$ cat src/hw/rtl/bhc_pkg.sv
`timescale 1ns / 1ps

package bhc_pkg;

  // item kinds, code 3 is unused
  typedef enum logic [1:0] {
    KindEdge    = 2'd0,
    KindTick    = 2'd1,
    KindRestart = 2'd2
  } kind_e;

  // gate pattern with no low-side drive
  localparam logic [5:0]  NoDrive          = 6'h3F;
  localparam logic [15:0] DutyCeilingReset = 16'd1440;
  localparam logic [15:0] EdgeCountMax     = 16'hFFFF;

  // low-side drive mask per {direction, hall}
  localparam logic [5:0] DriveTable [16] = '{
    6'h1F, 6'h1F, 6'h37, 6'h1F, 6'h2F, 6'h2F, 6'h37, 6'h37,
    6'h1F, 6'h37, 6'h2F, 6'h2F, 6'h1F, 6'h37, 6'h1F, 6'h2F
  };

  // gate phase per {direction, hall}
  localparam logic [1:0] PhaseTable [16] = '{
    2'd0, 2'd0, 2'd1, 2'd1, 2'd2, 2'd0, 2'd2, 2'd1,
    2'd1, 2'd2, 2'd0, 2'd2, 2'd1, 2'd1, 2'd0, 2'd2
  };

  typedef struct packed {
    logic up;
    logic down;
  } hall_step_t;

  // position step from hall level and edge flags
  function automatic hall_step_t hall_step(input logic [2:0] hall, input logic [2:0] flags);
    hall_step_t s;
    s = '0;
    case (hall)
      3'd1: begin
        s.up   = (flags == 3'd2);
        s.down = (flags == 3'd4);
      end
      3'd2, 3'd5: begin
        s.up   = (flags == 3'd4);
        s.down = (flags == 3'd1);
      end
      3'd3, 3'd4: begin
        s.up   = (flags == 3'd1);
        s.down = (flags == 3'd2);
      end
      3'd6: begin
        s.up   = (flags == 3'd2);
        s.down = (flags == 3'd4);
      end
      default: s = '0;
    endcase
    return s;
  endfunction

  typedef struct packed {
    logic [1:0]  kind;
    logic [2:0]  hall_bits;
    logic [2:0]  edge_flags;
    logic        direction;
    logic [15:0] duty_limit;
    logic [7:0]  ramp_step;
    logic [15:0] count_limit;
    logic [15:0] start_value;
  } item_t;

  typedef struct packed {
    logic [5:0]         drive_mask;
    logic [1:0]         low_phase;
    logic [1:0]         high_phase;
    logic signed [31:0] shaft_position;
    logic [15:0]        duty;
    logic [15:0]        compare_value;
    logic               duty_updated;
  } result_t;

endpackage

$ cat src/hw/rtl/bhc_core.sv
`timescale 1ns / 1ps

module bhc_core import bhc_pkg::*; (
  input  logic        clk_i,
  input  logic        rst_ni,
  input  logic        fire_i,
  input  item_t       item_i,
  input  logic [15:0] duty_ceiling_i,
  output result_t     res_o
);

  logic [16:0]        ramp_q, ramp_d, ramp_n, ramp_clamp;
  logic [15:0]        ec_q, ec_d, ec_n;
  logic signed [31:0] pos_q, pos_d;
  logic [15:0]        duty_q, duty_d;
  logic               apply;
  logic [3:0]         idx;
  hall_step_t         step;
  logic [16:0]        step_ext;
  logic [5:0]         drive_mask;
  logic [1:0]         low_phase, high_phase;
  logic               updated;

  assign idx      = {item_i.direction, item_i.hall_bits};
  assign step     = hall_step(item_i.hall_bits, item_i.edge_flags);
  assign step_ext = {9'd0, item_i.ramp_step};

  // per-kind state update
  always_comb begin
    ramp_n     = ramp_q;
    ec_n       = ec_q;
    pos_d      = pos_q;
    apply      = 1'b0;
    drive_mask = NoDrive;
    low_phase  = 2'd0;
    high_phase = 2'd0;
    case (item_i.kind)
      KindEdge: begin
        if (item_i.edge_flags != 3'd0) begin
          drive_mask = DriveTable[idx];
          low_phase  = PhaseTable[idx];
          high_phase = PhaseTable[idx];
          if (step.up) begin
            pos_d = pos_q + 32'sd1;
          end else if (step.down) begin
            pos_d = pos_q - 32'sd1;
          end
          ec_n   = (ec_q == EdgeCountMax) ? ec_q : ec_q + 16'd1;
          ramp_n = (ramp_q > step_ext) ? ramp_q - step_ext : 17'd0;
          apply  = 1'b1;
        end
      end
      KindTick: begin
        if (duty_q <= item_i.duty_limit && ramp_q < {1'b0, duty_ceiling_i}) begin
          ramp_n = ramp_q + step_ext;
        end
        apply = 1'b1;
      end
      KindRestart: begin
        ramp_n = {1'b0, item_i.start_value};
        ec_n   = 16'd0;
      end
      default: ;
    endcase
  end

  // ramp drives the duty once the count reaches its limit
  always_comb begin
    ramp_clamp = ramp_n;
    if (ramp_clamp > {1'b0, item_i.duty_limit}) begin
      ramp_clamp = {1'b0, item_i.duty_limit};
    end
    if (ramp_clamp > {1'b0, duty_ceiling_i}) begin
      ramp_clamp = {1'b0, duty_ceiling_i};
    end
    ramp_d  = ramp_n;
    ec_d    = ec_n;
    duty_d  = duty_q;
    updated = 1'b0;
    if (apply && ec_n >= item_i.count_limit) begin
      ec_d    = item_i.count_limit;
      duty_d  = ramp_clamp[15:0];
      updated = 1'b1;
    end
  end

  // result fields from the new state
  always_comb begin
    res_o.drive_mask     = drive_mask;
    res_o.low_phase      = low_phase;
    res_o.high_phase     = high_phase;
    res_o.shaft_position = pos_d;
    res_o.duty           = duty_d;
    res_o.compare_value  = (duty_ceiling_i > duty_d) ? duty_ceiling_i - duty_d : 16'd0;
    res_o.duty_updated   = updated;
  end

  // state registers
  always_ff @(posedge clk_i or negedge rst_ni) begin
    if (!rst_ni) begin
      ramp_q <= '0;
      ec_q   <= '0;
      pos_q  <= '0;
      duty_q <= '0;
    end else if (fire_i) begin
      ramp_q <= ramp_d;
      ec_q   <= ec_d;
      pos_q  <= pos_d;
      duty_q <= duty_d;
    end
  end

  a_duty_within_ceiling: assert property (@(posedge clk_i) disable iff (!rst_ni)
    fire_i && res_o.duty_updated |-> res_o.duty <= duty_ceiling_i)
    else $error("updated duty above ceiling");

  a_restart_clears_count: assert property (@(posedge clk_i) disable iff (!rst_ni)
    fire_i && item_i.kind == KindRestart |=> ec_q == 16'd0)
    else $error("restart did not clear edge count");

  a_count_held_at_limit: assert property (@(posedge clk_i) disable iff (!rst_ni)
    fire_i && res_o.duty_updated |=> ec_q == $past(item_i.count_limit))
    else $error("edge count not held at limit");

  a_flagless_edge_idle: assert property (@(posedge clk_i) disable iff (!rst_ni)
    fire_i && item_i.kind == KindEdge && item_i.edge_flags == 3'd0
    |=> pos_q == $past(pos_q) && ec_q == $past(ec_q) && ramp_q == $past(ramp_q))
    else $error("edge without flags changed state");

endmodule

$ cat src/hw/rtl/bldc_hall_commutator_duty_ramp.sv
`timescale 1ns / 1ps

// Six-step hall commutator with a duty ramp.
// Input channel: in_valid_i / in_stall_o with one port per field. kind_i selects
// a hall edge, a ramp tick or a ramp restart. A beat is taken when valid is high
// and stall is low.
// Output channel: out_valid_o / out_stall_i, one result beat per input beat,
// carrying the gate drive pattern, shaft position, duty and compare value.
// Configuration: cfg_we_i writes cfg_wdata_i into the duty ceiling register;
// write it only while no beat is in flight.
// Path: a taken beat lands in the input register, is evaluated against the
// state and is written to the result register when it fires; while out_stall_i
// holds the result register, the beat waits in the input register.
// Throughput: one beat per cycle while out_stall_i is low; all work is a single
// pass of adds and compares between the input register and the result register.
// Stall: while the result register is held by out_stall_i, the input register
// keeps one more beat and in_stall_o rises only when both are full.
// Reset: ramp, edge count, shaft position and duty clear to zero, the ceiling
// returns to 1440 and both channels come up empty.
module bldc_hall_commutator_duty_ramp import bhc_pkg::*; (
  input  logic               clk_i,
  input  logic               rst_ni,
  input  logic               in_valid_i,
  output logic               in_stall_o,
  input  logic [1:0]         kind_i,
  input  logic [2:0]         hall_bits_i,
  input  logic [2:0]         edge_flags_i,
  input  logic               direction_i,
  input  logic [15:0]        duty_limit_i,
  input  logic [7:0]         ramp_step_i,
  input  logic [15:0]        count_limit_i,
  input  logic [15:0]        start_value_i,
  output logic               out_valid_o,
  input  logic               out_stall_i,
  output logic [5:0]         drive_mask_o,
  output logic [1:0]         low_phase_o,
  output logic [1:0]         high_phase_o,
  output logic signed [31:0] shaft_position_o,
  output logic [15:0]        duty_o,
  output logic [15:0]        compare_value_o,
  output logic               duty_updated_o,
  input  logic               cfg_we_i,
  input  logic [15:0]        cfg_wdata_i
);

  logic        s1_valid_q, s1_valid_d;
  item_t       s1_item_q;
  logic        out_valid_q, out_valid_d;
  result_t     res_q, res_d;
  logic [15:0] ceiling_q;
  logic        adv, fire, in_accept;

  // handshake control
  assign adv        = !out_valid_q || !out_stall_i;
  assign fire       = s1_valid_q && adv;
  assign in_stall_o = s1_valid_q && !adv;
  assign in_accept  = in_valid_i && !in_stall_o;

  always_comb begin
    s1_valid_d = s1_valid_q;
    if (in_accept) begin
      s1_valid_d = 1'b1;
    end else if (adv) begin
      s1_valid_d = 1'b0;
    end
    out_valid_d = adv ? s1_valid_q : out_valid_q;
  end

  always_ff @(posedge clk_i or negedge rst_ni) begin
    if (!rst_ni) begin
      s1_valid_q  <= 1'b0;
      out_valid_q <= 1'b0;
      ceiling_q   <= DutyCeilingReset;
    end else begin
      s1_valid_q  <= s1_valid_d;
      out_valid_q <= out_valid_d;
      if (cfg_we_i) begin
        ceiling_q <= cfg_wdata_i;
      end
    end
  end

  // input register
  always_ff @(posedge clk_i) begin
    if (in_accept) begin
      s1_item_q.kind        <= kind_i;
      s1_item_q.hall_bits   <= hall_bits_i;
      s1_item_q.edge_flags  <= edge_flags_i;
      s1_item_q.direction   <= direction_i;
      s1_item_q.duty_limit  <= duty_limit_i;
      s1_item_q.ramp_step   <= ramp_step_i;
      s1_item_q.count_limit <= count_limit_i;
      s1_item_q.start_value <= start_value_i;
    end
  end

  // commutation and ramp evaluation
  bhc_core u_core (
    .clk_i          (clk_i),
    .rst_ni         (rst_ni),
    .fire_i         (fire),
    .item_i         (s1_item_q),
    .duty_ceiling_i (ceiling_q),
    .res_o          (res_d)
  );

  // result register
  always_ff @(posedge clk_i) begin
    if (fire) begin
      res_q <= res_d;
    end
  end

  assign out_valid_o      = out_valid_q;
  assign drive_mask_o     = res_q.drive_mask;
  assign low_phase_o      = res_q.low_phase;
  assign high_phase_o     = res_q.high_phase;
  assign shaft_position_o = res_q.shaft_position;
  assign duty_o           = res_q.duty;
  assign compare_value_o  = res_q.compare_value;
  assign duty_updated_o   = res_q.duty_updated;

  a_stall_only_when_full: assert property (@(posedge clk_i) disable iff (!rst_ni)
    in_stall_o |-> s1_valid_q && out_valid_q)
    else $error("input stalled with room available");

  a_fire_gives_result: assert property (@(posedge clk_i) disable iff (!rst_ni)
    fire |=> out_valid_o)
    else $error("evaluated beat produced no result");

  a_held_beat_kept: assert property (@(posedge clk_i) disable iff (!rst_ni)
    s1_valid_q && !adv |=> s1_valid_q && $stable(s1_item_q))
    else $error("pending beat lost while output stalled");

endmodule
$ cat config.mk
export PLATFORM = sky130hd
export DESIGN_NAME = bldc_hall_commutator_duty_ramp
export DESIGN_NICKNAME = d
export VERILOG_FILES = /design/src/hw/rtl/bhc_pkg.sv /design/src/hw/rtl/bhc_core.sv /design/src/hw/rtl/bldc_hall_commutator_duty_ramp.sv
export SDC_FILE = /design/constraint.sdc
export NUM_CORES = 1
export LEC_CHECK = 0
export BUFFER_PORTS_ARGS = -buffer_cell sky130_fd_sc_hd__buf_2
export CAP_MARGIN = 20
export CORE_MARGIN = 8
export CORE_UTILIZATION = 30
export DETAILED_ROUTE_END_ITERATION = 6
export GPL_TIMING_DRIVEN = 0
export PLACE_DENSITY = 0.48
export SLEW_MARGIN = 25
export SYNTH_ARGS = -nofsm -noshare
export SYNTH_HDL_FRONTEND = slang
export SYNTH_HIERARCHICAL = 1
export SYNTH_SLANG_ARGS = --single-unit
$ cat constraint.sdc
create_clock -name clk_i -period 9.01 [get_ports clk_i]
set_input_delay 0.901 -clock clk_i [delete_from_list [all_inputs] [get_ports clk_i]]
set_output_delay 0.901 -clock clk_i [all_outputs]
set_load 0.01 [all_outputs]
==> results of run 1 <==
-- layout make-up --
cell class | instances | area share
clock buffers | 33 | 0.0378
well taps | 688 | 0.0433
flip-flops and latches | 239 | 0.337
multi-input cells | 1220 | 0.448
inverters | 94 | 0.0178
clock inverters | 21 | 0.0115
repair buffers | 233 | 0.0780
plain buffers | 91 | 0.0273
-- sequential cells by signal (all words and copies together) (netlist names) --
| register | flops |
|---|---|
| u_core/duty_q | 16 |
| low_phase_o | 2 |
| compare_value_o | 16 |
| u_core/ec_q | 16 |
| out_valid_o | 1 |
| duty_o | 16 |
| drive_mask_o | 6 |
| s1_valid_q | 1 |
| u_core/ramp_q | 17 |
| high_phase_o | 2 |
| u_core/pos_q | 32 |
| s1_item_q | 65 |
| ceiling_q | 16 |
| duty_updated_o | 1 |
| shaft_position_o | 32 |
-- per-layer routing --
layer | track usage | up-vias | share of wire
li1 | - | 6522 | -
met1 | 0.240 | 6506 | 0.47
met2 | 0.268 | 417 | 0.45
met3 | 0.0232 | 84 | 0.056
met4 | 0.0452 | 0 | 0.025
met5 | 0 | - | 0
-- cells by family after synthesis --
group | synth area share
and+or+nand+nor | 0.184
adders and majority gates | 0.0955
xor gates and xnor gates | 0.0547
DFF | 0.426
other | 0.000239
muxes | 0.0273
buffers and inverters | 0.0512
AOI/OAI and AO/OA | 0.161
-- how the worst max path moves through the flow --
stage	slack [ps]	to	start	cells after the start
3_3_place_gp	-3180	compare_value_o[14]$_DFFE_PP_	s1_item_q[52]$_DFFE_PP_	40
3_5_place_dp	-3210	compare_value_o[13]$_DFFE_PP_	s1_item_q[52]$_DFFE_PP_	40
2_1_floorplan	310	compare_value_o[10]$_DFFE_PP_	ceiling_q[7]$_DFFE_PN1P_	41
4_1_cts	0.9	compare_value_o[13]$_DFFE_PP_	u_core/ramp_q[0]$_DFFE_PN0P_	42
5_1_grt	-100	compare_value_o[15]$_DFFE_PP_	s1_item_q[55]$_DFFE_PP_	45
6_report	240	compare_value_o[13]$_DFFE_PP_	u_core/ramp_q[0]$_DFFE_PN0P_	43
-- power groups by stage --
stage                     Combinational, mW  Clock [mW]  Sequential [mW]
after floorplan                        1.80           0             1.70
after global placement                 2.58           0             1.74
after detailed placement               2.62           0             1.73
after CTS                              2.99        1.25             1.71
after global routing                   3.60        1.29             1.74
final                                  3.29        1.21             1.71
-- placed cells by master, fill, tap and decap left out, types with 20 or more instances in the layout --
| master | count |
|---|---|
| o21ai_0 | 74 |
| buf_2 | 175 |
| a21o_1 | 24 |
| clkbuf_1 | 48 |
| nand3_1 | 61 |
| edfxtp_1 | 140 |
| nor2_1 | 149 |
| a21oi_1 | 71 |
| clkbuf_16 | 30 |
| nand4_1 | 20 |
| ha_1 | 103 |
| xnor2_1 | 63 |
| inv_1 | 86 |
| a31oi_1 | 26 |
| nand2_1 | 155 |
| xor2_1 | 35 |
| nand2b_1 | 21 |
| nor3_1 | 49 |
| dfrtp_1 | 93 |
| buf_4 | 66 |
| or3_1 | 23 |
-- stage by stage --
stage          power, mW  setup TNS (ps)  hold WS (ps)
3_5_place_dp        4.35          -53090           475
5_1_grt             6.63           -1010           228
4_1_cts             5.95               0           220
2_1_floorplan       3.50               0           442
3_3_place_gp        4.31         -257020           447
6_report            6.21               0           220
-- what timing repair did --
| action | 4_1_cts | 5_1_grt |
|---|---|---|
| setup endpoints to repair | 38 | 16 |
| endpoints found under the hold margin | 0 | 0 |
| hold buffers | 0 | 0 |
| buffers inserted | 36 | 28 |
| pin swaps | 39 | 40 |
| gates resized for setup | 109 | 78 |
| gates cloned | 1 | 1 |
==> results.tsv, run 1 <==
metric	value	unit
cts_sinks	239	
switching_share	0.416	
vias	13529	
synthDominantCellAreaShare	0.268	
wl_per_cell	20.2	um
max_cap_viol_count	0	
final_cells	2619	
viasPerCell	5.17	
ys_seq_area_frac	0.426	
period_needed	8770	ps
netSwitchingPower	2.58	mW
dp_slack	-3210	ps
dp_hpwl	40300	um
power.internal	3.63	mW
hold_viol	0	
dpl-instance-area	17600	um^2
clk_pin_slew	60	ps
reg2reg_setup_slack	240	ps
irDropWorstVdd	0.163	mV
finalSetupViolations	0	
critPathCaptureType	flip-flop	
r2r-end	compare_value_o[13]$_DFFE_PP_	
die-width	245	um
synth_area_leaders	edfxtp_1, dfrtp_1, ha_1	
nets	2112	
cp.arrival	9090	ps
core-area	52100	um^2
ys_async_sr_fraction	0.414	
drive_gt1_frac	0.246	
multi_input_area	8900	um^2
die_area	59900	um^2
drt-pass1-iter-count	6	
worstPathRequired	9340	ps
fin_crit_sh	0.973	
grt_pass1_wl	80100	um
synth_edf_count	140	
clockBufferDepth	3	
worstSetupPathType	reg -> reg	
drc	0	
r2r-start	u_core/ramp_q[0]$_DFFE_PN0P_	
skew	9.20	ps
cp_slowest_stage_delay	430	ps
ant_nets	0	
io_pins	163	
synth.distinct_cells	96	
grt_max_degree	54	
hold_path_class	in -> async	
num-fill-cells	5277	
drt-initial-drc-count	921	
syn-cell-area	15700	um^2
antenna_found_initial	0	
path_delay_family	compound AO/OA/AOI/OAI gates	
register_area	6690	um^2
syn_inst	1645	
synthTopCellsByCount	nand2_1, nor2_1, edfxtp_1	
cts-root-buf	clkbuf_16	
syn_area_per_cell	9.54	um^2
cts_tree	done	
grt_usage	0.169	
numCtsBuffers	29	
drv_slew	0	
share_comb_of_total_power	0.530	
grt_pass1_vias	13225	
drt_wl_total	52900	um
gp_congestion	0.896	
rows	84	
fp.dieH	245	um
globalRouteOverflowTotal	0	
cp-start-kind	flip-flop	
ys.flop_type	edfxtp_1	
synth_most_common_cell	nand2_1	
syn_to_final_growth	26.6	%
ys_seq_elements	239	
p_clk_frac	0.195	
initial_core_util	0.301	
cpMaxStageDelayCell	dfrtp_2	
r2r_cells	43	
port_buffers	161	
synth_area_leader_cell	edfxtp_1	
cp_max_fo	10	
yosys_warnings	6	
dp_cells	2502	
relSlewSlack	0.350	
cts-htree-levels	1	
clkLatencyLatePin	580	ps
antenna_cells	0	
power_frac_seq	0.275	
final_cell_area	19900	um^2
fmax	114	MHz
tightest_slew	967	ps
layout_setup_ws	242	ps
post-route-util	0.381	
path_buf_inv	7	
leakage	8.22	nW
status	finished, final reports clean	
power.density	312	nW/um^2
(Power assumes the default switching activity.)
==> run 2: changes to the inputs <==
==> constraint.sdc (replaced) <==
create_clock -name clk_i -period 9.01 [get_ports clk_i]
set_input_delay 0.4505 -clock clk_i [delete_from_list [all_inputs] [get_ports clk_i]]
set_output_delay 0.4505 -clock clk_i [all_outputs]
set_load 0.01 [all_outputs]
==> run 2 against run 1 <==
Against the previous run: first-iteration DRC count shrank 7.5%; count of clock-buffer cells in the layout is the same; via count grew 0.21%; critical path depth shrank 1; total power is essentially flat; die area is the same; fmax is essentially flat; highest routed layer unchanged.
==> results.tsv, run 2 (synthesis results as in run 1) <==
metric	value	unit	change
min_to	s1_item_q[37]$_DFFE_PP_		
p_clk_frac	0.195		about the same
tightest_slew	985	ps	+17.4 ps
clk_pin_slew	60	ps	about the same
r2r-start	s1_item_q[51]$_DFFE_PP_		
cp_slowest_stage_delay	510	ps	+80 ps
reg2reg_setup_slack	250	ps	about the same
num-fill-cells	5276		-0.019%
numCtsBuffers	29		unchanged
cp-start-kind	flip-flop		
drc	0		unchanged
share_comb_of_total_power	0.530		about the same
hold_path_class	in -> reg		
cts-htree-levels	1		unchanged
post-route-util	0.381		about the same
fp.dieH	245	um	unchanged
period_needed	8760	ps	-6.15 ps
drive_gt1_frac	0.246		about the same
worstSetupPathType	reg -> reg		
dp_hpwl	40300	um	unchanged
path_delay_family	compound AO/OA/AOI/OAI gates		
power.density	312	nW/um^2	about the same
core-area	52100	um^2	unchanged
initial_core_util	0.301		unchanged
grt_pass1_wl	80100	um	unchanged
cpMostUsedCell	buf_6		
fmax	114	MHz	about the same
port_buffers	161		unchanged
nets	2113		+0.047%
r2r-end	compare_value_o[13]$_DFFE_PP_		
max_cap_viol_count	0		unchanged
drv_slew	0		unchanged
cp.arrival	9090	ps	about the same
hold_depth	1		
clockBufferDepth	3		unchanged
wl_per_cell	20.2	um	about the same
status	finished, final reports clean		
layout_commonest_cell	buf_2		
globalRouteOverflowTotal	0		unchanged
finalSetupViolations	0		unchanged
drt_wl_total	52900	um	about the same
path_buf_inv	8		+1
relSlewSlack	0.338		-0.0117
ant_nets	0		unchanged
grt_usage	0.169		unchanged
clkLatencyLatePin	580	ps	about the same
antenna_cells	0		unchanged
io_pins	163		unchanged
vias	13557		+0.21%
largest_reg_flops	65		unchanged
grt_max_degree	54		unchanged
die_area	59900	um^2	unchanged
cpMaxStageDelayCell	edfxtp_1		
die-width	245	um	unchanged
power_frac_seq	0.275		about the same
rows	84		unchanged
viasPerCell	5.17		+0.17%
most-common-layout-cells	buf_2, nand2_1, nor2_1		
netSwitchingPower	2.58	mW	about the same
grt_pass1_vias	13224		-0.0076%
layout_setup_ws	248	ps	+6.15 ps
drt-initial-drc-count	852		-7.5%
r2r_cells	42		-2.3%
skew	8.40	ps	-0.801 ps
cts_sinks	239		unchanged
critPathCaptureType	flip-flop		
hold_start	ramp_step_i[5]		
hold_viol	0		unchanged
dp_slack	-3210	ps	unchanged
switching_share	0.416		about the same
worstPathRequired	9340	ps	about the same
syn_to_final_growth	26.7	%	about the same
fin_crit_sh	0.972		about the same
dpl-instance-area	17600	um^2	unchanged
antenna_found_initial	0		unchanged
leakage	8.23	nW	about the same
cts_tree	done		
power.internal	3.63	mW	about the same
drt-pass1-iter-count	7		+1
cts-root-buf	clkbuf_16		
gp_congestion	0.896		unchanged
largest_register	s1_item_q		
irDropWorstVdd	0.164	mV	+0.28%
final_cell_area	19900	um^2	about the same
cp_max_fo	10		unchanged
run 2: cell types whose count changed in the layout (fill, tap and decap cells not counted), sizes merged:
cell and delta:
dlygate4sd3 +1
run 2: worst max path at each step:
stage / cells after the start / end / start
after global routing: 45 / compare_value_o[15]$_DFFE_PP_ / s1_item_q[55]$_DFFE_PP_
after global placement: 40 / compare_value_o[14]$_DFFE_PP_ / s1_item_q[52]$_DFFE_PP_
final: 42 / compare_value_o[13]$_DFFE_PP_ / s1_item_q[51]$_DFFE_PP_
after detailed placement: 40 / compare_value_o[13]$_DFFE_PP_ / s1_item_q[52]$_DFFE_PP_
after CTS: 42 / compare_value_o[13]$_DFFE_PP_ / u_core/ramp_q[0]$_DFFE_PN0P_
after floorplan: 41 / compare_value_o[10]$_DFFE_PP_ / ceiling_q[7]$_DFFE_PN1P_
run 2: layout make-up:
cell class	count	area, um^2	area share
Clock inverter	21	228	0.0115
Sequential cell	239	6690	0.336
Buffer	91	542	0.0272
Tap cell	688	861	0.0433
Multi-Input combinational cell	1220	8900	0.448
Timing Repair Buffer	234	1560	0.0785
Inverter	94	353	0.0177
Clock buffer	33	751	0.0378
run 2: repair_timing:
item                                    4_1_cts  5_1_grt
pin swaps                                    39       40
endpoints found under the hold margin        42        0
gates cloned                                  1        1
endpoints found under the setup margin       38       16
resized for setup                           109       78
buffers inserted                             36       28
hold buffers                                  1        0
run 2: power groups by stage:
stage	sequential [mW]	clock, mW	combinational (mW)
CTS	1.71	1.25	2.99
global route	1.74	1.29	3.60
floorplan	1.70	0	1.80
detailed placement	1.73	0	2.62
finish	1.71	1.21	3.29
global placement	1.74	0	2.58
run 2: layer usage:
metal  track usage  vias up  share of wire
met5             0        -              0
met4        0.0452        0          0.024
met3        0.0232       82          0.057
met2         0.268      425           0.45
met1         0.240     6525           0.47
li1              -     6525              -
run 2: per-stage QoR:
step / TNS, ps / cells / hold WS, ps / power (mW)
global placement: -186740 / 2496 / 447 / 4.31
global route: -1010 / 2620 / 10.1 / 6.63
finish: 0 / 2620 / 42.0 / 6.21
detailed placement: -53090 / 2502 / 400 / 4.35
CTS: 0 / 2592 / 4.65 / 5.95
floorplan: 0 / 1647 / 155 / 3.50
==> run 3: changes to the inputs <==
--- a/config.mk
+++ b/config.mk
@@ -11,7 +11,8 @@
 export CORE_UTILIZATION = 30
 export DETAILED_ROUTE_END_ITERATION = 6
 export GPL_TIMING_DRIVEN = 0
-export PLACE_DENSITY = 0.48
+export PLACE_DENSITY_LB_ADDON = 0.15
+export SETUP_SLACK_MARGIN = 0.02
 export SLEW_MARGIN = 25
 export SYNTH_ARGS = -nofsm -noshare
 export SYNTH_HDL_FRONTEND = slang
==> run 3 against run 2 <==
Against the previous run: die area is the same; setup slack gained 5.4 ps; worst hold slack lost 2.0 ps; clock power shrank 6%; critical path depth shrank 2; final cell count grew 0.50%; critical endpoint unchanged; highest routed layer unchanged.
==> results.tsv, run 3 (synthesis results as in run 1) <==
metric	value	unit	change
drt-pass1-iter-count	5		-2
max_cap_viol_count	0		unchanged
most-common-layout-cells	buf_2, nand2_1, edfxtp_1		
syn_to_final_growth	27.5	%	
clockBufferDepth	3		unchanged
share_comb_of_total_power	0.539		+0.009
port_buffers	161		unchanged
netSwitchingPower	2.61	mW	+0.98%
cts_sinks	239		unchanged
power.density	310	nW/um^2	-0.86%
finalSetupViolations	0		unchanged
drt_wl_total	53500	um	+1.0%
worstSetupPathType	reg -> reg		
skew	12.4	ps	+3.98 ps
die-width	245	um	unchanged
num-fill-cells	5286		+0.19%
drt-initial-drc-count	808		-5.2%
cts_tree	done		
layout_commonest_cell	buf_2		
globalRouteOverflowTotal	0		unchanged
numCtsBuffers	29		unchanged
die_area	59900	um^2	unchanged
io_pins	163		unchanged
fmax	114	MHz	about the same
grt_usage	0.170		+0.00112
antenna_cells	0		unchanged
dpl-instance-area	17600	um^2	about the same
hold_viol	0		unchanged
fp.dieH	245	um	unchanged
ant_nets	0		unchanged
clk_pin_slew	60	ps	about the same
antenna_found_initial	0		unchanged
dp_hpwl	40500	um	+0.42%
cp.arrival	9100	ps	about the same
drc	0		unchanged
irDropWorstVdd	0.156	mV	-5.0%
clkLatencyLatePin	590	ps	about the same
wl_per_cell	20.3	um	+0.54%
fin_crit_sh	0.972		about the same
hold_path_class	in -> reg		
power.internal	3.59	mW	-1.0%
core-area	52100	um^2	unchanged
tns	0	ps	unchanged
leakage	8.24	nW	+0.20%
period_needed	8760	ps	-5.38 ps
switching_share	0.421		+0.00489
largest_register	s1_item_q		
initial_core_util	0.301		unchanged
final_cell_area	20000	um^2	+0.67%
rows	84		unchanged
grt_pass1_wl	80600	um	+0.63%
vias	13604		+0.35%
grt_max_degree	58		+7.4%
cts-root-buf	clkbuf_16		
worstPathRequired	9350	ps	about the same
viasPerCell	5.17		-0.15%
power_frac_seq	0.277		+0.002
rsz0062_at_grt	true		
cts-htree-levels	1		unchanged
cpMaxStageDelayCell	edfxtp_1		
drive_gt1_frac	0.260		+0.0138
drv_slew	0		unchanged
relSlewSlack	0.365		+0.0269
gp_congestion	0.882		-1.5%
status	finished, final reports clean		
cp_max_fo	6		-4
cp_slowest_stage_delay	490	ps	-20 ps
nets	2126		+0.62%
largest_reg_flops	65		unchanged
cp-start-kind	flip-flop		
tightest_slew	952	ps	-32.8 ps
p_total	6.20	mW	-0.19%
critPathCaptureType	flip-flop		
grt_pass1_vias	13476		+1.9%
p_clk_frac	0.185		-0.010
-- run 3: cell types whose count changed in the layout (fill, tap and decap cells not counted), moves of 4 or more --
cell	before	now
clkbuf_1	48	52
ha_1	103	99
nor2_1	149	136
nor2_2	5	18
dlygate4sd3_1	1	11
-- run 3: power groups by stage --
stage / Sequential [mW] / Clock (mW) / Combinational, mW
after floorplan: 1.70 / 0 / 1.80
after global placement: 1.74 / 0 / 2.57
after detailed placement: 1.73 / 0 / 2.61
after CTS: 1.71 / 1.19 / 2.94
after global routing: 1.75 / 1.23 / 3.64
final: 1.72 / 1.14 / 3.34
-- run 3: per-stage QoR --
step	hold slack, ps	worst slack [ps]	cells	utilization
floorplan	155	305	1647	-
global placement	449	-3310	2496	0.333
detailed placement	381	-3400	2502	0.337
CTS	0.908	20.5	2598	0.370
global route	4.94	-138	2633	0.384
finish	40.0	254	2633	0.384
-- run 3: worst paths after layout --
check,start,end,slack [ps],cells after the start
max in group asynchronous,rst_ni,u_core/ramp_q[4]$_DFFE_PN0P_,7970,3
min reg2reg,s1_valid_q$_DFFE_PN0P_,out_valid_o$_DFFE_PN0P_,490,1
min in group asynchronous,rst_ni,u_core/pos_q[9]$_DFFE_PN0P_,360,2
max reg2reg,s1_item_q[51]$_DFFE_PP_,compare_value_o[13]$_DFFE_PP_,250,40
min,start_value_i[5],s1_item_q[5]$_DFFE_PP_,40,1
max,s1_item_q[51]$_DFFE_PP_,compare_value_o[13]$_DFFE_PP_,250,40
-- run 3: critical path: cells and delay by family (launching register included) --
| kind | cells | cell delay (ps) |
|---|---|---|
| fa+ha+maj | 4 | 1040 |
| compound gates | 17 | 3210 |
| flops | 1 | 490 |
| simple gates | 10 | 2280 |
| buf+inv | 8 | 1120 |
| mux | 1 | 350 |
-- run 3: layer usage --
layer	up-vias	part of all wire	GRT usage
li1	6542	-	-
met1	6603	0.47	0.237
met2	385	0.45	0.272
met3	74	0.055	0.0267
met4	0	0.023	0.0473
met5	-	0	0
-- run 3: final cells by class --
class	instances	area (um^2)	share of cell area
multi-input cells	1220	8980	0.449
flip-flops and latches	239	6690	0.334
repair buffers	247	1660	0.0827
well taps	688	861	0.0430
clock buffers	36	752	0.0376
plain buffers	91	557	0.0278
inverters	94	357	0.0178
clock inverters	18	161	0.00806
-- run 3: repair_timing --
action	4_1_cts	5_1_grt
setup buffers	31	35
cloned	1	2
gates resized for setup	110	109
pin swaps	31	58
setup endpoints to repair	38	16
hold buffers	11	0
hold endpoints to repair	48	0
